### config.mk
export PLATFORM = sky130hd
export DESIGN_NAME = tbims_ctrl
export DESIGN_NICKNAME = d
export VERILOG_FILES = /design/src/hw/rtl/tbims_pkg.sv /design/src/hw/rtl/tbims_ctrl.sv
export SDC_FILE = /design/constraint.sdc
export NUM_CORES = 1
export LEC_CHECK = 0
export BUFFER_PORTS_ARGS = -buffer_cell sky130_fd_sc_hd__buf_2
export CORE_AREA = 2 2 49 51
export CTS_CLUSTER_SIZE = 16
export DETAILED_ROUTE_END_ITERATION = 8
export DIE_AREA = 0 0 51 53
export HOLD_SLACK_MARGIN = 0.08
export PLACE_DENSITY = 0.7
export SYNTH_ARGS = -nofsm -noshare
export SYNTH_HDL_FRONTEND = slang
export SYNTH_SLANG_ARGS = --single-unit
### constraint.sdc
create_clock -name clk -period 2 [get_ports clk]
set_clock_uncertainty 0.05 [all_clocks]
set_input_delay 0.2 -clock clk [delete_from_list [all_inputs] [get_ports clk]]
set_output_delay 0.2 -clock clk [all_outputs]
set_load 0.03 [all_outputs]
### src/hw/rtl/tbims_pkg.sv
// Shared types and constants for the two-body invariant mass selector.
// Used by the controller, the datapath, the top level and the port checker.
// Depends on nothing.
package tbims_pkg;

	// Result status codes.
	localparam logic [2:0] ST_ACCEPT  = 3'd0;
	localparam logic [2:0] ST_OUTSIDE = 3'd1;
	localparam logic [2:0] ST_COUNT   = 3'd2;
	localparam logic [2:0] ST_CHARGE  = 3'd3;
	localparam logic [2:0] ST_PAIR    = 3'd4;
	localparam logic [2:0] ST_NEGSQ   = 3'd5;
	localparam logic [2:0] ST_TIE     = 3'd6;

	// Configuration register indexes.
	localparam logic [2:0] REG_PION_MASS   = 3'd0;
	localparam logic [2:0] REG_PROTON_MASS = 3'd1;
	localparam logic [2:0] REG_KAON_REF    = 3'd2;
	localparam logic [2:0] REG_LAMBDA_REF  = 3'd3;
	localparam logic [2:0] REG_WIN_LOW     = 3'd4;
	localparam logic [2:0] REG_WIN_HIGH    = 3'd5;

	// Configuration reset values.
	localparam logic [31:0] RST_PION_MASS   = 32'd9147;
	localparam logic [31:0] RST_PROTON_MASS = 32'd61490;
	localparam logic [31:0] RST_KAON_REF    = 32'd32611;
	localparam logic [31:0] RST_LAMBDA_REF  = 32'd73117;
	localparam logic [31:0] RST_WIN_LOW     = 32'd0;
	localparam logic [31:0] RST_WIN_HIGH    = 32'hFFFF_FFFF;

	// Squarer operand selection.
	localparam logic [3:0] SQ_PX     = 4'd0;
	localparam logic [3:0] SQ_PY     = 4'd1;
	localparam logic [3:0] SQ_PZ     = 4'd2;
	localparam logic [3:0] SQ_PION   = 4'd3;
	localparam logic [3:0] SQ_PROTON = 4'd4;
	localparam logic [3:0] SQ_SX     = 4'd5;
	localparam logic [3:0] SQ_SY     = 4'd6;
	localparam logic [3:0] SQ_SZ     = 4'd7;
	localparam logic [3:0] SQ_EK     = 4'd8;
	localparam logic [3:0] SQ_EL     = 4'd9;
	localparam logic [3:0] SQ_MASS   = 4'd10;

	// Momentum-square accumulator operations.
	localparam logic [1:0] P2_HOLD = 2'd0;
	localparam logic [1:0] P2_LOAD = 2'd1;
	localparam logic [1:0] P2_ACC  = 2'd2;

	// Square root operand sources.
	localparam logic [1:0] RT_ENERGY = 2'd0;
	localparam logic [1:0] RT_KDIFF  = 2'd1;
	localparam logic [1:0] RT_LDIFF  = 2'd2;

	typedef struct packed {
		logic       load_item;
		logic       sq_en;
		logic [3:0] sq_sel;
		logic [1:0] p2_op;
		logic       root_start;
		logic [1:0] root_src;
		logic       add_pion;
		logic       add_proton;
		logic       ek2_load;
		logic       diff_load;
		logic       mk_load;
		logic       ml_load;
		logic       decide_load;
		logic       acc_update;
		logic       status_load;
		logic [2:0] status_val;
		logic       out_load;
	} tbims_cmd_t;

	typedef struct packed {
		logic       root_done;
		logic       charge_pos;
		logic       last;
		logic [2:0] early_status;
		logic       mass_neg;
		logic       tie;
		logic       outside;
		logic       out_free;
	} tbims_stat_t;

endpackage

### src/hw/rtl/tbims_ctrl.sv
// Sequencing state machine of the mass selector.
// Drives datapath commands from datapath status. Depends on tbims_pkg.
module tbims_ctrl import tbims_pkg::*; (
	input  logic        clk,
	input  logic        arst_n,
	input  logic        in_valid,
	output logic        in_stall,
	input  tbims_stat_t stat,
	output tbims_cmd_t  cmd
);

	localparam logic [4:0] S_IDLE = 5'd0;
	localparam logic [4:0] S_PX   = 5'd1;
	localparam logic [4:0] S_PY   = 5'd2;
	localparam logic [4:0] S_PZ   = 5'd3;
	localparam logic [4:0] S_PM   = 5'd4;
	localparam logic [4:0] S_RPI  = 5'd5;
	localparam logic [4:0] S_WPI  = 5'd6;
	localparam logic [4:0] S_PP   = 5'd7;
	localparam logic [4:0] S_RPR  = 5'd8;
	localparam logic [4:0] S_WPR  = 5'd9;
	localparam logic [4:0] S_CHK  = 5'd10;
	localparam logic [4:0] S_SY   = 5'd11;
	localparam logic [4:0] S_SZ   = 5'd12;
	localparam logic [4:0] S_EK   = 5'd13;
	localparam logic [4:0] S_EL   = 5'd14;
	localparam logic [4:0] S_NEG  = 5'd15;
	localparam logic [4:0] S_RK   = 5'd16;
	localparam logic [4:0] S_WK   = 5'd17;
	localparam logic [4:0] S_RL   = 5'd18;
	localparam logic [4:0] S_WL   = 5'd19;
	localparam logic [4:0] S_DEC  = 5'd20;
	localparam logic [4:0] S_WIN  = 5'd21;
	localparam logic [4:0] S_ACC  = 5'd22;
	localparam logic [4:0] S_OUT  = 5'd23;

	logic [4:0] state_q, state_d;

	always_ff @(posedge clk or negedge arst_n) begin
		if (!arst_n) state_q <= S_IDLE;
		else         state_q <= state_d;
	end

	assign in_stall = (state_q != S_IDLE);

	always_comb begin
		cmd     = '0;
		state_d = state_q;
		unique case (state_q)
			S_IDLE: begin
				if (in_valid) begin
					cmd.load_item = 1'b1;
					state_d = S_PX;
				end
			end
			S_PX: begin
				cmd.sq_en = 1'b1; cmd.sq_sel = SQ_PX;
				state_d = S_PY;
			end
			S_PY: begin
				cmd.p2_op = P2_LOAD; cmd.sq_en = 1'b1; cmd.sq_sel = SQ_PY;
				state_d = S_PZ;
			end
			S_PZ: begin
				cmd.p2_op = P2_ACC; cmd.sq_en = 1'b1; cmd.sq_sel = SQ_PZ;
				state_d = S_PM;
			end
			S_PM: begin
				cmd.p2_op = P2_ACC; cmd.sq_en = 1'b1; cmd.sq_sel = SQ_PION;
				state_d = S_RPI;
			end
			S_RPI: begin
				cmd.root_start = 1'b1; cmd.root_src = RT_ENERGY;
				state_d = S_WPI;
			end
			S_WPI: begin
				if (stat.root_done) begin
					cmd.add_pion = 1'b1;
					if (stat.charge_pos) state_d = S_PP;
					else if (stat.last)  state_d = S_CHK;
					else                 state_d = S_IDLE;
				end
			end
			S_PP: begin
				cmd.sq_en = 1'b1; cmd.sq_sel = SQ_PROTON;
				state_d = S_RPR;
			end
			S_RPR: begin
				cmd.root_start = 1'b1; cmd.root_src = RT_ENERGY;
				state_d = S_WPR;
			end
			S_WPR: begin
				if (stat.root_done) begin
					cmd.add_proton = 1'b1;
					state_d = stat.last ? S_CHK : S_IDLE;
				end
			end
			S_CHK: begin
				if (stat.early_status != ST_ACCEPT) begin
					cmd.status_load = 1'b1; cmd.status_val = stat.early_status;
					state_d = S_OUT;
				end else begin
					cmd.sq_en = 1'b1; cmd.sq_sel = SQ_SX;
					state_d = S_SY;
				end
			end
			S_SY: begin
				cmd.p2_op = P2_LOAD; cmd.sq_en = 1'b1; cmd.sq_sel = SQ_SY;
				state_d = S_SZ;
			end
			S_SZ: begin
				cmd.p2_op = P2_ACC; cmd.sq_en = 1'b1; cmd.sq_sel = SQ_SZ;
				state_d = S_EK;
			end
			S_EK: begin
				cmd.p2_op = P2_ACC; cmd.sq_en = 1'b1; cmd.sq_sel = SQ_EK;
				state_d = S_EL;
			end
			S_EL: begin
				cmd.ek2_load = 1'b1; cmd.sq_en = 1'b1; cmd.sq_sel = SQ_EL;
				state_d = S_NEG;
			end
			S_NEG: begin
				if (stat.mass_neg) begin
					cmd.status_load = 1'b1; cmd.status_val = ST_NEGSQ;
					state_d = S_OUT;
				end else begin
					cmd.diff_load = 1'b1;
					state_d = S_RK;
				end
			end
			S_RK: begin
				cmd.root_start = 1'b1; cmd.root_src = RT_KDIFF;
				state_d = S_WK;
			end
			S_WK: begin
				if (stat.root_done) begin
					cmd.mk_load = 1'b1;
					state_d = S_RL;
				end
			end
			S_RL: begin
				cmd.root_start = 1'b1; cmd.root_src = RT_LDIFF;
				state_d = S_WL;
			end
			S_WL: begin
				if (stat.root_done) begin
					cmd.ml_load = 1'b1;
					state_d = S_DEC;
				end
			end
			S_DEC: begin
				cmd.decide_load = 1'b1;
				state_d = S_WIN;
			end
			S_WIN: begin
				if (stat.tie) begin
					cmd.status_load = 1'b1; cmd.status_val = ST_TIE;
					state_d = S_OUT;
				end else if (stat.outside) begin
					cmd.status_load = 1'b1; cmd.status_val = ST_OUTSIDE;
					state_d = S_OUT;
				end else begin
					cmd.sq_en = 1'b1; cmd.sq_sel = SQ_MASS;
					state_d = S_ACC;
				end
			end
			S_ACC: begin
				cmd.acc_update = 1'b1;
				cmd.status_load = 1'b1; cmd.status_val = ST_ACCEPT;
				state_d = S_OUT;
			end
			S_OUT: begin
				if (stat.out_free) begin
					cmd.out_load = 1'b1;
					state_d = S_IDLE;
				end
			end
			default: state_d = S_IDLE;
		endcase
	end

endmodule

==> flow_summary.toml <==
[placed_design]
io_buffers = 37
pre_cts_slack_ns = 0.134
place_congestion = 0.949
place_area_um2 = 1200
place_hpwl_um = 2450

[logic_synthesis]
yosysWarnings = 0
synthCells = 137
yosysSeqAreaShare_pct = 13.5
synth_fp_nets = 150
synth_area_um2 = 926
ys.flop_type = "dfrtp_1"
synth.area.top_cells = "dfrtp_1 (14%), nor2_1 (5.7%), o21ai_0 (5.4%)"
avgSynthCellArea_um2 = 6.76
synthArstFlopShare_pct = 100
synth_largest_area_cell = "dfrtp_1"
synth.distinct_cells = 48
synth_edf_count = 0
synth_seq_cells = 5
synth_top_area_share_pct = 13.5

[cells_and_area]
drive_above_1_share_pct = 49.0
layout.nets = 206
reg_top3 = "state_q (5)"
num-fill-cells = 182
largest-register = "state_q"
syn_to_final_growth_pct = 54.1
design_area_um2 = 1430
n_antenna_cell = 0
largest_register_ffs = 5

[floorplan]
io_pins = 38
coreArea_um2 = 2150
die_h_um = 53
dieArea_um2 = 2700
start_util_pct = 43.1
rows = 17
die_x_um = 51

[sta]
worst_slew_pin_slew_ns = 0.523
hold_viol = 0
slew_viol_final = 0
setup_viol = 1
rsz0062_at_grt = "true"
fmax_mhz = 499
setup_ws_ns = -0.00552
fin_crit_sh_pct = 100
relSlewSlack_pct = 64.8
min_period_ns = 2.01
tns_ns = -0.00552

[global_routing]
track_usage_pct = 24.9
grt_max_degree = 14
grt-ovfl-total = 0
grt_pass1_vias = 1147
antenna_found_initial = 0
grt_pass1_wl_um = 5130

[status]
status = "finished with violations"
violations = "setup timing"

[worst_setup_path]
crit_type = "reg -> out"
cp.arrival_ns = 1.76
critPathMaxFanout = 3
cp-start-kind = "flip-flop"
required_ns = 1.75
worstSetupEndpointType = "output pin"

[routing]
drt_iter0_drc = 71
drtAntennaViolNets = 0
drt_pass1_iterations = 4
routed_wl_um = 3370
wl_per_cell_um = 15.3
viasPerCell = 6.00
drc_errors = 0
vias = 1319

[cts]
clk_pin_slew_ns = 0.04
cts.sinks = 5
insertion_delay_ns = 0.24
max-clock-path-buffers = 2
cts-root-buf = "clkbuf_4"
cts_buffers = 3
cts_tree = "built"
h-tree-depth = 1

[hold_path]
hold_class = "in -> async"

[pwr]
peakVddDrop_v = 0.000952
power_density_nw_per_um2 = 1670
p_leak_nw = 0.663

[job]
max-cap-violations = 0
## per-stage QoR
| stage | instances | utilization [%] | power [mW] | hold slack (ns) |
|---|---|---|---|---|
| 2_1_floorplan | 137 | - | 1.43 | -0.146 |
| 3_3_place_gp | 205 | 55.8 | 1.85 | -0.0294 |
| 3_5_place_dp | 205 | 55.8 | 1.87 | -0.0273 |
| 4_1_cts | 211 | 59.1 | 2.04 | 0.239 |
| 5_1_grt | 220 | 66.4 | 2.59 | 0.239 |
| 6_report | 220 | 66.4 | 2.38 | 0.254 |
## critical path: stages, from the launching register on
cell      delay, ns
dfrtp_1        0.38
nand2b_4       0.16
or3_4          0.37
or3_4          0.36
o221ai_2       0.08
buf_6          0.16
## layout make-up
cell class / instances / area (um2) / area share (%)
clock buffers: 4 / 26.3 / 1.84
inverters: 6 / 27.5 / 1.93
multi-input cells: 114 / 793 / 55.6
flip-flops and latches: 5 / 128 / 8.95
well taps: 28 / 35.0 / 2.46
repair buffers: 63 / 417 / 29.2
## routing by layer
layer	track usage, %	share of wire (%)	wire (um)
met2	42.0	50	1680
met4	7.21	1.7	58
met3	4.80	7.4	248
met1	32.2	41	1380
met5	0	0	0
## power by group
group	total [mW]	switching, mW	internal, mW	leakage (nW)
clock network	0.116	0.0409	0.0754	0.0150
registers	0.230	0.0755	0.155	0.0596
logic	2.03	1.20	0.834	0.588
total	2.38	1.32	1.06	0.663
## repair_timing
action / CTS / global route
hold endpoints to repair: 5 / 0
gates resized for setup: 9 / 25
setup endpoints to repair: 7 / 13
buffers inserted: 1 / 9
pin swaps: 1 / 4
hold buffers: 1 / 0
## kinds of logic after synthesis
| family | Yosys count | share of synthesized area [%] |
|---|---|---|
| DFF | 5 | 13.5 |
| buffers and inverters | 18 | 10.3 |
| AOI/OAI and AO/OA | 46 | 33.7 |
| xor gates and xnor gates | 1 | 0.946 |
| muxes | 3 | 3.51 |
| and+or+nand+nor | 64 | 38.1 |
## synthesized netlist by cell type (2+ instances only)
| cell type | n |
|---|---|
| inv_1 | 5 |
| o21ai_1 | 6 |
| nand3_1 | 6 |
| o21ai_0 | 10 |
| nand2_1 | 12 |
| and3_1 | 5 |
| a221o_1 | 2 |
| o211ai_1 | 2 |
| nor3_1 | 6 |
| buf_2 | 4 |
| nand2b_1 | 5 |
| o22ai_1 | 3 |
| buf_4 | 4 |
| a21oi_1 | 7 |
| nor4_1 | 3 |
| or3_4 | 2 |
| dfrtp_1 | 5 |
| a22o_1 | 2 |
| a31oi_1 | 2 |
| nor3_2 | 3 |
| nor2_1 | 14 |
| mux2_1 | 2 |
| buf_1 | 2 |
## cell usage in the layout, fill, tap and decap left out, types with 3 or more instances in the layout
cell type   n
buf_2      31
buf_4      26
nand2_1    11
nor2_1     10
o21ai_0    10
a21oi_1     7
nor3_1      5
nand3_1     5
o21ai_1     5
buf_6       5
nor2_2      4
inv_1       4
nand2b_1    4
and3_1      4
nor3_2      3
o22ai_1     3
clkbuf_4    3
dfrtp_1     3
## final timing paths
check                            from         end  slack [ns]  depth (start not counted)
max reg2reg                state_q[2]  state_q[2]        0.14                          6
max in group asynchronous      arst_n  state_q[0]        1.50                          2
min reg2reg                state_q[4]  state_q[4]        0.69                          2
max                        state_q[3]     cmd[22]      -0.006                          5
min in group clk              stat[7]  state_q[3]        0.25                          3
min                            arst_n  state_q[1]        0.25                          2
No activity file was read; power rests on OpenSTA's default activity.
